### config.mk
export PLATFORM = sky130hd
export DESIGN_NAME = dwt_scale
export DESIGN_NICKNAME = d
export VERILOG_FILES = /design/src/hw/rtl/assert_macros.svh /design/src/hw/rtl/dwt_pkg.sv /design/src/hw/rtl/dwt_scale.sv
export SDC_FILE = /design/constraint.sdc
export NUM_CORES = 1
export LEC_CHECK = 0
export BUFFER_PORTS_ARGS = -buffer_cell sky130_fd_sc_hd__buf_2
export CAP_MARGIN = 0
export CORE_ASPECT_RATIO = 1.4
export CORE_MARGIN = 4
export CORE_UTILIZATION = 35
export DETAILED_ROUTE_END_ITERATION = 16
export PLACE_DENSITY = 0.56
export SYNTH_ARGS = -nofsm -noshare
export SYNTH_HDL_FRONTEND = slang
export SYNTH_SLANG_ARGS = --single-unit
export TNS_END_PERCENT = 1
### constraint.sdc
create_clock -name vclk -period 6
set_input_delay 0.6 -clock vclk [all_inputs]
set_output_delay 0.6 -clock vclk [all_outputs]
set_load 0.02 [all_outputs]
### src/hw/rtl/assert_macros.svh
// ----------------------------------------------------------------------------
// assert_macros.svh
// Short forms for the concurrent assertions of the RTL blocks.
// ----------------------------------------------------------------------------
`ifndef ASSERT_MACROS_SVH
`define ASSERT_MACROS_SVH

// The consequent must hold in the same cycle as the antecedent.
`define ASSERT_SAME_CYCLE(lbl, clk, rstn, ante, cons) \
    lbl: assert property (@(posedge clk) disable iff (!(rstn)) (ante) |-> (cons)) \
        else $error("assertion failed: same-cycle implication");

// The consequent must hold in the cycle after the antecedent.
`define ASSERT_NEXT_CYCLE(lbl, clk, rstn, ante, cons) \
    lbl: assert property (@(posedge clk) disable iff (!(rstn)) (ante) |=> (cons)) \
        else $error("assertion failed: next-cycle implication");

`endif

### src/hw/rtl/dwt_pkg.sv
// ----------------------------------------------------------------------------
// dwt_pkg
// Types and constants shared by the warble tone generator modules.
// ----------------------------------------------------------------------------
package dwt_pkg;

    // Register field widths.
    localparam int VOLUME_W = 7;
    localparam int INC_W    = 10;
    localparam int STEP_W   = 6;
    localparam int TICKS_W  = 16;

    // Configuration port.
    localparam int CFG_INDEX_W = 2;
    localparam int CFG_DATA_W  = 16;

    // The ROM holds the sine value already divided by the volume divisor.
    localparam int ROM_W          = 6;
    localparam int ROM_AMPLITUDE  = 2047;
    localparam int VOLUME_DIVISOR = 100;

    // Reset values.
    localparam logic [VOLUME_W-1:0] VOLUME_RESET    = 7'd50;
    localparam logic [INC_W-1:0]    INC_UPPER_RESET = 10'd341;
    localparam logic [STEP_W-1:0]   STEP_RESET      = 6'd4;
    localparam logic [TICKS_W-1:0]  TICKS_RESET     = 16'd3277;
    localparam logic [INC_W-1:0]    INC_RESET       = 10'd64;

    typedef enum logic [CFG_INDEX_W-1:0] {
        CFG_VOLUME           = 2'd0,
        CFG_INCREMENT_UPPER  = 2'd1,
        CFG_SWEEP_STEP       = 2'd2,
        CFG_TICKS_PER_TOGGLE = 2'd3
    } cfg_reg_t;

    typedef struct packed {
        logic [VOLUME_W-1:0] volume;
        logic [INC_W-1:0]    increment_upper;
        logic [STEP_W-1:0]   sweep_step;
        logic [TICKS_W-1:0]  ticks_per_toggle;
    } dwt_cfg_t;

endpackage

### src/hw/rtl/dwt_scale.sv
// ----------------------------------------------------------------------------
// dwt_scale
// Volume multiply, midscale offset and saturation to the DAC code range.
// ----------------------------------------------------------------------------
module dwt_scale import dwt_pkg::*; #(
    parameter int SAMPLE_BITS = 12
) (
    input  logic signed [ROM_W-1:0] sine_div,
    input  logic [VOLUME_W-1:0]     volume,
    output logic [SAMPLE_BITS-1:0]  sample
);

    localparam int PROD_W = ROM_W + VOLUME_W + 1;
    localparam int SUM_W  = ((SAMPLE_BITS > PROD_W) ? SAMPLE_BITS : PROD_W) + 2;
    localparam logic signed [SUM_W-1:0] MID = SUM_W'(1) <<< (SAMPLE_BITS - 1);
    localparam logic signed [SUM_W-1:0] TOP = (SUM_W'(1) <<< SAMPLE_BITS) - SUM_W'(1);

    logic signed [PROD_W-1:0] product;
    logic signed [SUM_W-1:0]  sum;

    assign product = PROD_W'(sine_div) * signed'({1'b0, volume});
    assign sum     = SUM_W'(product) + MID;

    always_comb
    begin
        priority if (sum < 0)
            sample = '0;
        else if (sum > TOP)
            sample = TOP[SAMPLE_BITS-1:0];
        else
            sample = sum[SAMPLE_BITS-1:0];
    end

endmodule

==> results.rst <==
.. list-table::
   :header-rows: 1

   * - Metric
     - Value
   * - Dominant cells by area after synthesis
     - sky130_fd_sc_hd__ha_1 (27%), sky130_fd_sc_hd__fa_1 (25%), sky130_fd_sc_hd__and2_1 (11%)
   * - Max rail drop VDD
     - 123 uV
   * - Std cell rows
     - 29
   * - Via density per instance
     - roughly 4.9
   * - Simple-gate area share of the yosys netlist
     - between 20% and 30%
   * - 1st-iter DRT viols
     - 26
   * - Effective utilization at floorplan
     - 36.2%
   * - Kind of critical path
     - in -> out
   * - Fmax
     - ~180 MHz
   * - Detailed placer's ending HPWL
     - 3.13 mm
   * - Count of TritonRoute iterations in the first routing pass
     - 4
   * - Pins over their slew limit
     - 0
   * - Num sequential
     - 0
   * - First-pass GRT wire length
     - 6.00 mm
   * - Register area
     - 0 um^2
   * - Remaining number of nets flagged by the antenna check after routing
     - 0
   * - Unrepaired setup endpoints after global routing
     - false
   * - Post-detailed-route wirelength per cell
     - 12.7 um
   * - Compound-Gate Fraction of Synth Area
     - roughly 16%
   * - Count of yosys warnings during synthesis
     - 0
   * - Share of Yosys cell area claimed by the top area cell type
     - 27.2%
   * - Status
     - completed
   * - Final setup fails
     - 0
   * - Number of instances in the synthesized netlist
     - 189
   * - Number of ports placed on the die boundary
     - 25
   * - Unique cell type count in the Yosys netlist
     - 28
   * - Overflow left after global routing
     - 0
   * - Post-synthesis to final-layout area growth
     - 12.0%
   * - Worst hold slack after final layout
     - 1.77 ns
   * - Cell type with the highest aggregate area in the netlist
     - sky130_fd_sc_hd__ha_1
   * - Area share of fa/ha/maj cells after synthesis
     - 52.6%
   * - Ratio of total power to cell area
     - 217 nW/um^2
   * - All-Layer GR Usage
     - between 10% and 20%
   * - Core footprint
     - 4570 um^2
   * - Final-layout setup total negative slack
     - 0 ns
   * - Data arrival time of the critical path
     - 5.06 ns
   * - Via count
     - 1342
   * - Y dimension of the die
     - 89.4 um
   * - Worst Tran Pin Value
     - roughly 0.36 ns
   * - # port buffers
     - 25
   * - P_leak
     - 0.974 nW
   * - Initial antenna violation count
     - 0
   * - Final cell area excluding filler cells
     - between 1500 and 2000 um^2
   * - Min-Delay Path Depth
     - 4
   * - Cell with the most instances after synthesis
     - sky130_fd_sc_hd__ha_1
   * - WL final
     - 3.50 mm
   * - Horizontal die dimension
     - ~66 um
   * - Critical Path End Type
     - output port
   * - Maximum number of pins on one net before global-route repair
     - 13
   * - CP Launch Type
     - input port
   * - Rel. slew slack
     - 75.9%
   * - Total of max-cap violations
     - 0
   * - Fraction of layout cells with a size suffix above 1
     - 14.5%
   * - Main combinational cell family by area after synthesis
     - adder cells
   * - Mux contribution to synthesized area
     - 0%
   * - Post-CTS Setup Bufs
     - 0
   * - Final critical delay including setup and external delays
     - 5.66 ns
   * - Critical Path Fanout Max
     - 12
   * - Final period utilization
     - a little over nine tenths
   * - Number of placed instances with taps included
     - about 280
   * - Post-Syn Area
     - 1660 um^2
   * - Xor and xnor fraction of the mapped netlist area
     - 2.64%
   * - Via count of the first global-routing pass
     - 1367
   * - Average cell area after synthesis
     - 8.77 um^2
   * - Last weighted congestion value of the routability-driven placer
     - a little over 0.8
   * - Number of resized instances in the post-cts repair step
     - 0
   * - Hold Buf Count CTS
     - 0
   * - Number of antenna cells inserted
     - 0
   * - CP Data Required Time
     - around 5.4 ns
   * - Floorplan die area
     - ~5900 um^2
   * - Fraction of the yosys area taken by sequential cells
     - 0%
   * - Most frequent cells after synthesis
     - sky130_fd_sc_hd__ha_1 (36), sky130_fd_sc_hd__and2_1 (28), sky130_fd_sc_hd__inv_1 (25)
   * - Area after detailed placement
     - 1860 um^2
   * - Total DRC errors in the routed layout
     - 0
   * - Total of clock buffers placed in the layout
     - 0
   * - Min-delay worst type
     - in -> out
   * - Syn nets
     - 259
   * - Count of nets after finishing
     - roughly 290
   * - Final Hold Violating Endpoints
     - 0
   * - Post-layout instance count excluding filler cells
     - 276
==> layout by cell type (no fill, tap or decap), types with 2 or more instances in the layout <==
cell / n
sky130_fd_sc_hd__and2_1: 28
sky130_fd_sc_hd__xnor2_1: 2
sky130_fd_sc_hd__xor2_1: 3
sky130_fd_sc_hd__nor3b_1: 2
sky130_fd_sc_hd__a21oi_1: 4
sky130_fd_sc_hd__a21o_1: 3
sky130_fd_sc_hd__nor2_1: 10
sky130_fd_sc_hd__nand2b_1: 5
sky130_fd_sc_hd__o21ai_0: 2
sky130_fd_sc_hd__buf_4: 2
sky130_fd_sc_hd__o21a_1: 14
sky130_fd_sc_hd__fa_1: 21
sky130_fd_sc_hd__nand2_1: 12
sky130_fd_sc_hd__a211oi_1: 3
sky130_fd_sc_hd__buf_2: 25
sky130_fd_sc_hd__nor3_1: 7
sky130_fd_sc_hd__inv_1: 25
sky130_fd_sc_hd__ha_1: 36
==> critical path, stage by stage <==
cell	delay, ns
sky130_fd_sc_hd__buf_2	0.13
sky130_fd_sc_hd__and2_1	0.18
sky130_fd_sc_hd__fa_1	0.53
sky130_fd_sc_hd__inv_1	0.05
sky130_fd_sc_hd__fa_1	0.47
sky130_fd_sc_hd__inv_1	0.05
sky130_fd_sc_hd__fa_1	0.53
sky130_fd_sc_hd__inv_1	0.05
sky130_fd_sc_hd__fa_1	0.51
sky130_fd_sc_hd__fa_1	0.47
sky130_fd_sc_hd__nand2b_1	0.19
sky130_fd_sc_hd__a211oi_2	0.21
sky130_fd_sc_hd__o21ai_1	0.11
sky130_fd_sc_hd__nor4b_2	0.19
sky130_fd_sc_hd__a2111oi_4	0.27
sky130_fd_sc_hd__buf_4	0.23
sky130_fd_sc_hd__o21a_1	0.14
sky130_fd_sc_hd__buf_2	0.15
==> final cells by class <==
| class | instances | area [um^2] |
|---|---|---|
| multi-input combinational | 162 | 1540 |
| inverter | 25 | 93.8 |
| timing repair buffer | 27 | 140 |
| tap | 62 | 77.6 |
| fill | 505 | 2720 |
==> worst paths after layout <==
path	startpoint	to	slack, ns
worst max-delay path	sine_div[2]	sample[6]	0.34
worst min-delay path	volume[0]	sample[0]	1.77
==> kinds of logic (layout without fill, tap and decap cells) <==
kind of cell,count (synthesis),count (layout)
compound gates,33,33
xor+xnor,5,5
fa+ha+maj,57,57
buf+inv,27,52
simple gates,67,67
==> metrics by stage <==
stage,setup WS (ns),utilization (%),power [mW]
after floorplan,0.683,-,0.310
after global placement,0.362,40.6,0.409
after detailed placement,0.341,40.6,0.407
after CTS,0.318,40.6,0.410
after global routing,0.0482,40.6,0.461
final,0.337,40.6,0.403
==> report_power, final <==
part	switching (mW)	internal, mW
Combinational	0.235	0.168
Clock	0	0
Sequential	0	0
==> layer usage <==
metal | wire length (um) | up-vias | global-route usage [%]
li1 | - | 686 | -
met1 | 1530 | 628 | 15.2
met2 | 1770 | 22 | 23.9
met3 | 103 | 6 | 0.503
met4 | 90 | 0 | 3.14
met5 | 0 | - | 0
Power figures use the tool's default switching activity.
