`src/hw/rtl/assert_macros.svh`:
```
// ----------------------------------------------------------------------------
// assert_macros.svh
// Short forms for the concurrent assertions of the RTL blocks.
// ----------------------------------------------------------------------------
`ifndef ASSERT_MACROS_SVH
`define ASSERT_MACROS_SVH

// The consequent must hold in the same cycle as the antecedent.
`define ASSERT_SAME_CYCLE(lbl, clk, rstn, ante, cons) \
    lbl: assert property (@(posedge clk) disable iff (!(rstn)) (ante) |-> (cons)) \
        else $error("assertion failed: same-cycle implication");

// The consequent must hold in the cycle after the antecedent.
`define ASSERT_NEXT_CYCLE(lbl, clk, rstn, ante, cons) \
    lbl: assert property (@(posedge clk) disable iff (!(rstn)) (ante) |=> (cons)) \
        else $error("assertion failed: next-cycle implication");

`endif

```
`src/hw/rtl/dwt_pkg.sv`:
```
// ----------------------------------------------------------------------------
// dwt_pkg
// Types and constants shared by the warble tone generator modules.
// ----------------------------------------------------------------------------
package dwt_pkg;

    // Register field widths.
    localparam int VOLUME_W = 7;
    localparam int INC_W    = 10;
    localparam int STEP_W   = 6;
    localparam int TICKS_W  = 16;

    // Configuration port.
    localparam int CFG_INDEX_W = 2;
    localparam int CFG_DATA_W  = 16;

    // The ROM holds the sine value already divided by the volume divisor.
    localparam int ROM_W          = 6;
    localparam int ROM_AMPLITUDE  = 2047;
    localparam int VOLUME_DIVISOR = 100;

    // Reset values.
    localparam logic [VOLUME_W-1:0] VOLUME_RESET    = 7'd50;
    localparam logic [INC_W-1:0]    INC_UPPER_RESET = 10'd341;
    localparam logic [STEP_W-1:0]   STEP_RESET      = 6'd4;
    localparam logic [TICKS_W-1:0]  TICKS_RESET     = 16'd3277;
    localparam logic [INC_W-1:0]    INC_RESET       = 10'd64;

    typedef enum logic [CFG_INDEX_W-1:0] {
        CFG_VOLUME           = 2'd0,
        CFG_INCREMENT_UPPER  = 2'd1,
        CFG_SWEEP_STEP       = 2'd2,
        CFG_TICKS_PER_TOGGLE = 2'd3
    } cfg_reg_t;

    typedef struct packed {
        logic [VOLUME_W-1:0] volume;
        logic [INC_W-1:0]    increment_upper;
        logic [STEP_W-1:0]   sweep_step;
        logic [TICKS_W-1:0]  ticks_per_toggle;
    } dwt_cfg_t;

endpackage

```
`src/hw/rtl/dwt_ctrl.sv`:
```
// ----------------------------------------------------------------------------
// dwt_ctrl
// Phase accumulator, toggle period counter and warble increment update.
// ----------------------------------------------------------------------------
module dwt_ctrl import dwt_pkg::*; #(
    parameter int TABLE_DEPTH = 1024
) (
    input  logic                           clk,
    input  logic                           rst_n,
    input  dwt_cfg_t                       cfg,
    input  logic                           advance,
    input  logic                           warble_enable,
    output logic [$clog2(TABLE_DEPTH)-1:0] phase,
    output logic [INC_W-1:0]               increment_next
);

    localparam int ADDR_W = $clog2(TABLE_DEPTH);
    localparam int PSUM_W = ((ADDR_W > INC_W) ? ADDR_W : INC_W) + 1;

    logic [ADDR_W-1:0]  phase_reg, phase_next;
    logic [INC_W-1:0]   increment_reg;
    logic [TICKS_W-1:0] tick_reg, tick_next;
    logic               raise_reg, raise_next;

    logic [PSUM_W-1:0]  phase_sum;
    logic [TICKS_W:0]   tick_plus;
    logic               wrap;
    logic [INC_W:0]     rise_sum;
    logic [INC_W-1:0]   ceiling;
    logic [INC_W-1:0]   rise_val;
    logic [INC_W-1:0]   drop_val;

    // The table depth is a power of two, so the wrap is a truncation.
    assign phase_sum = PSUM_W'(phase_reg) + PSUM_W'(increment_reg);
    assign tick_plus = {1'b0, tick_reg} + (TICKS_W+1)'(1);
    assign wrap      = tick_plus >= {1'b0, cfg.ticks_per_toggle};

    assign ceiling  = (cfg.increment_upper == '0) ? INC_W'(1) : cfg.increment_upper;
    assign rise_sum = {1'b0, increment_reg} + (INC_W+1)'(cfg.sweep_step);
    assign rise_val = (rise_sum > {1'b0, ceiling}) ? ceiling : rise_sum[INC_W-1:0];
    assign drop_val = (increment_reg <= INC_W'(cfg.sweep_step)) ? INC_W'(1)
                    : increment_reg - INC_W'(cfg.sweep_step);

    always_comb
    begin
        phase_next     = phase_reg;
        tick_next      = tick_reg;
        raise_next     = raise_reg;
        increment_next = increment_reg;
        if (advance)
        begin
            phase_next = phase_sum[ADDR_W-1:0];
            if (wrap)
            begin
                tick_next = '0;
                if (warble_enable)
                begin
                    increment_next = raise_reg ? rise_val : drop_val;
                    raise_next     = !raise_reg;
                end
            end
            else
            begin
                tick_next = tick_plus[TICKS_W-1:0];
            end
        end
    end

    always_ff @(posedge clk or negedge rst_n)
    begin
        if (!rst_n)
        begin
            phase_reg     <= '0;
            increment_reg <= INC_RESET;
            tick_reg      <= '0;
            raise_reg     <= 1'b0;
        end
        else
        begin
            phase_reg     <= phase_next;
            increment_reg <= increment_next;
            tick_reg      <= tick_next;
            raise_reg     <= raise_next;
        end
    end

    assign phase = phase_reg;

endmodule

```
`config.mk`:
```
export PLATFORM = sky130hd
export DESIGN_NAME = dwt_ctrl
export DESIGN_NICKNAME = d
export VERILOG_FILES = /design/src/hw/rtl/assert_macros.svh /design/src/hw/rtl/dwt_pkg.sv /design/src/hw/rtl/dwt_ctrl.sv
export SDC_FILE = /design/constraint.sdc
export NUM_CORES = 1
export LEC_CHECK = 0
export ABC_AREA = 1
export BUFFER_PORTS_ARGS = -buffer_cell sky130_fd_sc_hd__buf_2
export CAP_MARGIN = 40
export CORE_MARGIN = 1
export CORE_UTILIZATION = 39
export CTS_CLUSTER_SIZE = 24
export DETAILED_ROUTE_END_ITERATION = 10
export PLACE_DENSITY = 0.67
export RECOVER_POWER = 50
export SETUP_SLACK_MARGIN = 0.1
export SYNTH_ARGS = -nofsm -noshare
export SYNTH_HDL_FRONTEND = slang
export SYNTH_SLANG_ARGS = --single-unit
```
`constraint.sdc`:
```
create_clock -name clk -period 4.9 [get_ports clk]
set_input_delay 0.735 -clock clk [delete_from_list [all_inputs] [get_ports clk]]
set_output_delay 0.735 -clock clk [all_outputs]
set_load 0.05 [all_outputs]
```
==> impl_metrics.yaml, run 1 <==
outcome:
  status: "finished clean"
yosys:
  ys_seq_elements: 37
  yosys_most_used_dff: "dfrtp_1"
  syn_nets: 646
  ys_async_sr_fraction_pct: 100
  synth_edf_count: 0
  ys_seq_area_share_pct: 24.4
  netlist_instances: 552
  syn_area_per_cell_um2: 6.89
  yosysUniqueCellTypes: 43
  synthesis.area_um2: 3800
  yosysWarnings: 0
layout:
  final_cell_mix: "nand2_1, inv_1, ha_1"
  nNetsFinal: 702
  fillers: 966
  largest_reg_flops: 16
  layout-drive-gt1-share_pct: 14.9
  layout_commonest_cell: "nand2_1"
  area_delta_synth_final_pct: 17.0
  antenna_cells: 0
placed_design:
  dpl.hpwl_mm: 7.43
  place_congestion: 0.906
  numPortBuffers: 55
timing:
  slew_viol_final: 0
  fin_hold_ws_ns: 0.478
  fmax_mhz: 221
  period_needed_ns: 4.53
  setup_viol: 0
  rsz0062_at_grt: "false"
  finalCritPeriodShare_pct: 92.5
  hold_viol_final: 0
  fin_worst_skew_ns: 0.0116
  relSlewSlack_pct: 14.0
  setup_tns_ns: 0
  tightest_slew_ns: 1.29
power:
  combPwrFrac_pct: 69.1
  p_leak_nw: 2.46
  powerDensity_nw_per_um2: 654
  p_int_mw: 1.34
  switching_share_pct: 54.1
  seqPwrFrac_pct: 20.0
  p_sw_mw: 1.57
  peakVddDrop_mv: 0.402
  p_clk_share_pct: 11.0
clock_tree:
  holdBufCountCts: 0
  cts_tree: "done"
  clock_latency_ns: 0.29
  numCtsBuffers: 5
  cts-root-buf: "clkbuf_8"
  cts.sinks: 37
  clock_path_buffers: 2
  h-tree-depth: 2
  path_clk_slew_ns: 0.07
route:
  first_pass_iters: 4
  vias_per_cell: 4.91
  wl_per_cell_um: 12.2
  drt_iter0_drc: 155
  drt_wl_total_mm: 9.01
  vias: 3622
  drc: 0
  ant_nets: 0
grt:
  antenna_found_initial: 0
  grt_pass1_wl_mm: 15.4
  grt_use_total_pct: 19.0
  grt.overflow.total: 0
  grt_max_degree: 33
  grt_pass1_vias: 3351
worst_setup_path:
  startpoint_type: "input port"
  cp-end-kind: "output pin"
  critPathTopFamily: "simple AND/OR/NAND/NOR gates"
  crit_type: "input port to output pin"
  worstPathArrival_ns: 3.80
  crit_end: "increment_next[2]"
  r2r_start: "tick_reg[0]"
  cp_slowest_cell: "fa_1"
  reg2reg_to: "tick_reg[13]"
  crit_top_cell: "nand2_1"
  required_ns: 4.16
  path_buf_inv: 7
  reg2reg_setup_slack_ns: 1.31
  cp_slowest_stage_delay_ns: 0.41
  startpoint: "cfg[16]"
  path_max_fanout: 10
  critical_path_depth: 25
  worst-r2r-cell-count: 20
floorplan:
  ios: 63
  core.rowCount: 35
  core_area_um2: 9330
  fp.dieW_um: 101
  dieArea_um2: 10100
  die_height_um: 101
  start_util_pct: 40.8
run:
  drv_cap: 0
hold_path:
  hp-class: "flip-flop to flip-flop"
==> power by group through the flow <==
stage	Clock (mW)	Sequential [mW]	Combinational [mW]
finish	0.319	0.581	2.01
global route	0.337	0.601	2.28
CTS	0.328	0.578	1.93
detailed placement	0	0.581	1.91
global placement	0	0.579	1.87
floorplan	0	0.673	1.37
==> how the worst min path moves through the flow <==
stage | cells past startpoint | slack (ns) | endpoint | start
finish | 1 | 0.48 | phase[9] | phase[9]
global route | 1 | 0.49 | phase[9] | phase[9]
CTS | 1 | 0.38 | tick_reg[3] | rst_n
detailed placement | 1 | 0.46 | phase[9] | phase[9]
global placement | 1 | 0.46 | phase[9] | phase[9]
floorplan | 0 | 0.44 | increment_reg[0] | rst_n
==> cell type report <==
| class | count | area, um2 | share of cell area [%] |
|---|---|---|---|
| flip-flops and latches | 37 | 927 | 20.8 |
| inverters | 101 | 379 | 8.52 |
| well taps | 129 | 161 | 3.63 |
| multi-input cells | 400 | 2490 | 56.0 |
| clock inverters | 3 | 65.1 | 1.46 |
| clock buffers | 5 | 68.8 | 1.55 |
| repair buffers | 63 | 355 | 7.99 |
==> through the flow <==
| step | util [%] | area, um2 | power, mW | setup slack (ns) | std cells |
|---|---|---|---|---|---|
| floorplan | - | 3800 | 2.05 | 0.213 | 552 |
| global placement | 45.0 | 4200 | 2.45 | 0.157 | 726 |
| detailed placement | 45.3 | 4230 | 2.50 | 0.112 | 727 |
| CTS | 46.8 | 4360 | 2.83 | 0.141 | 735 |
| global route | 47.7 | 4450 | 3.21 | 0.0432 | 738 |
| finish | 47.7 | 4450 | 2.91 | 0.365 | 738 |
==> Yosys cell counts, types with 3 or more instances <==
master,n,area (um2)
nor2_1,37,139
xor2_1,22,193
fa_1,3,60.1
nand3_1,43,215
a21o_1,4,30.0
o31ai_1,3,22.5
ha_1,48,601
nor2_2,4,25.0
nor3_1,4,20.0
buf_2,5,25.0
clkbuf_1,7,26.3
o21ai_0,30,150
dfrtp_1,36,901
nand4_1,12,75.1
xnor2_1,3,26.3
nor4_1,4,25.0
nand2_2,6,37.5
inv_1,99,372
a21oi_1,28,140
nand2_1,126,473
==> what timing repair did <==
item	4_1_cts	5_1_grt
buffers inserted	0	3
resized for setup	1	33
pin swaps	0	4
endpoints found under the setup margin	1	10
==> cells by family (layout without fill, tap and decap cells) <==
logic type | after synthesis | after routing | share of synthesized area (%)
xor gates and xnor gates | 26 | 26 | 6.19
DFF | 37 | 37 | 24.4
and+or+nand+nor | 244 | 244 | 28.4
AOI/OAI and AO/OA | 79 | 79 | 11.9
buffers and inverters | 115 | 172 | 11.8
adders and majority gates | 51 | 51 | 17.4
==> per-layer routing <==
layer  part of all wire [%]  global-route usage, %  wire [um]  vias up
met4                   0.90                   3.90         81        0
met1                     51                   27.7       4580     1656
li1                       -                      -          -     1891
met3                    4.7                   3.05        427        8
met5                      0                      0          0        -
met2                     43                   29.6       3920       67
(Power assumes the default switching activity.)
==> inputs of run 2 (changes only) <==
--- a/config.mk
+++ b/config.mk
@@ -12,7 +12,8 @@
 export CORE_UTILIZATION = 39
 export CTS_CLUSTER_SIZE = 24
 export DETAILED_ROUTE_END_ITERATION = 10
-export PLACE_DENSITY = 0.67
+export HOLD_SLACK_MARGIN = 0.15
+export PLACE_DENSITY = 0.56
 export RECOVER_POWER = 50
 export SETUP_SLACK_MARGIN = 0.1
 export SYNTH_ARGS = -nofsm -noshare
==> run 2 against run 1 <==
Effect of this change:
- final area fell by 1.8%
- count of clock-buffer cells in the layout up 3
- die area is the same
- non-clock buffer count is 1 lower
- combinational power is essentially flat
- flip-flop and latch count stayed put
- maximum frequency decreased by 1.4%
- clock power down 29%
- cell count fell by 0.14%
- setup slack worse by 0.062 ns
==> impl_metrics.yaml, run 2 (synthesis gave the netlist of run 1 again) <==
outcome:
  status: "finished clean"
worst_setup_path:
  startpoint_type: "input port"
  path_max_fanout: 10
  cp-end-kind: "output pin"
  worstPathArrival_ns: 3.86
  crit_type: "input port to output pin"
  required_ns: 4.16
  worst-r2r-cell-count: 20
layout:
  antenna_cells: 0
  layout-drive-gt1-share_pct: 14.6
  nNetsFinal: 701
  final_cell_mix: "nand2_1, inv_1, ha_1"
  area_delta_synth_final_pct: 14.9
  largest_reg_flops: 16
  finish.utilization_pct: 46.8
  layout_commonest_cell: "nand2_1"
  fillers: 972
timing:
  rsz0062_at_grt: "false"
  relSlewSlack_pct: 13.6
  fin_hold_ws_ns: 0.478
  hold_viol_final: 0
  setup_ws_ns: 0.303
  fmax_mhz: 218
  fin_worst_skew_ns: 0.0104
  finalCritPeriodShare_pct: 93.8
  tightest_slew_ns: 1.30
  slew_viol_final: 0
  setup_tns_ns: 0
  setup_viol: 0
  period_needed_ns: 4.60
power:
  powerDensity_nw_per_um2: 642
  combPwrFrac_pct: 71.2
  seqPwrFrac_pct: 20.8
  p_clk_share_pct: 8.0
  switching_share_pct: 56.4
  p_leak_nw: 2.45
  p_sw_mw: 1.58
  p_int_mw: 1.22
  peakVddDrop_mv: 0.373
placed_design:
  dp_slack_ns: 0.0749
  numPortBuffers: 55
  dpl.hpwl_mm: 7.84
  place_congestion: 0.864
hold_path:
  hp-class: "flip-flop to flip-flop"
  hold_path_depth: 1
floorplan:
  dieArea_um2: 10100
  fp.dieW_um: 101
  core.rowCount: 35
  core_area_um2: 9330
  ios: 63
  start_util_pct: 40.8
  die_height_um: 101
grt:
  grt.overflow.total: 0
  grt_pass1_vias: 3285
  grt_use_met1_pct: 30.0
  busiest_layer: "met2"
  grt_use_total_pct: 19.9
  antenna_found_initial: 0
  grt_max_degree: 33
  grt_util_met2_pct: 30.2
  grt_pass1_wl_mm: 15.8
  use_met3_pct: 3.12
clock_tree:
  numCtsBuffers: 5
  h-tree-depth: 2
  holdBufCountCts: 0
  path_clk_slew_ns: 0.07
  cts-root-buf: "clkbuf_8"
  clock_latency_ns: 0.30
  cts.sinks: 37
  clock_path_buffers: 2
  cts_tree: "done"
route:
  first_pass_iters: 5
  drt_wl_total_mm: 9.51
  drc: 0
  wl_per_cell_um: 12.9
  vias_per_cell: 4.92
  ant_nets: 0
  vias: 3624
  drt_iter0_drc: 159
run:
  drv_cap: 0
## run 2: power by group through the flow
| stage | Sequential (mW) | Combinational [mW] | Clock (mW) |
|---|---|---|---|
| floorplan | 0.673 | 1.37 | 0 |
| global placement | 0.584 | 1.91 | 0 |
| detailed placement | 0.587 | 1.94 | 0 |
| CTS | 0.583 | 1.96 | 0.234 |
| global route | 0.603 | 2.25 | 0.246 |
| finish | 0.584 | 2.00 | 0.225 |
## run 2: final cells by class
| cell class | count | area (um2) | share of cell area, % |
|---|---|---|---|
| Multi-Input combinational cell | 400 | 2470 | 56.6 |
| Timing Repair Buffer | 62 | 335 | 7.68 |
| Clock buffer | 8 | 90.1 | 2.06 |
| Inverter | 101 | 379 | 8.68 |
| Tap cell | 129 | 161 | 3.70 |
| Sequential cell | 37 | 928 | 21.3 |
## run 2: what timing repair did
action,4_1_cts,5_1_grt
endpoints found under the setup margin,3,10
buffers inserted,0,1
resized for setup,3,22
pin swaps,0,2
## run 2: per-stage QoR
stage          power (mW)  cell area (um2)  std cells
6_report             2.80             4370        737
3_5_place_dp         2.52             4230        728
3_3_place_gp         2.49             4210        727
4_1_cts              2.77             4330        736
5_1_grt              3.10             4370        737
2_1_floorplan        2.05             3800        552
## run 2: routing by layer
metal,vias up,share of wire (%),wire length [um]
met5,-,0,0
met4,0,0.28,27
met3,3,4.1,392
met2,77,43,4110
met1,1659,52,4970
li1,1885,-,-
## run 2: worst max-delay path, cell delays in order
cell	delay (ns)
buf_2	0.10
ha_2	0.21
inv_1	0.06
fa_1	0.41
inv_1	0.07
nand4_1	0.10
nand2_2	0.14
xor2_2	0.19
inv_1	0.06
ha_1	0.29
nand2_1	0.07
nor2_1	0.13
nand2_1	0.07
nand2_1	0.08
nand2_1	0.05
nand2_1	0.05
nand2_1	0.05
nand2_1	0.05
nand2_1	0.07
buf_4	0.18
nand3_1	0.07
nand3_1	0.09
a21oi_1	0.27
buf_4	0.25
## run 2: final timing paths
kind | from | end | slack [ns]
worst max register to register | tick_reg[0] | tick_reg[13] | 1.38
worst max-delay path | cfg[16] | increment_next[5] | 0.30
max in group asynchronous | rst_n | tick_reg[0] | 2.73
worst min-delay path | phase[9] | phase[9] | 0.48
min in group asynchronous | rst_n | tick_reg[3] | 0.52
worst min register to register | phase[9] | phase[9] | 0.48
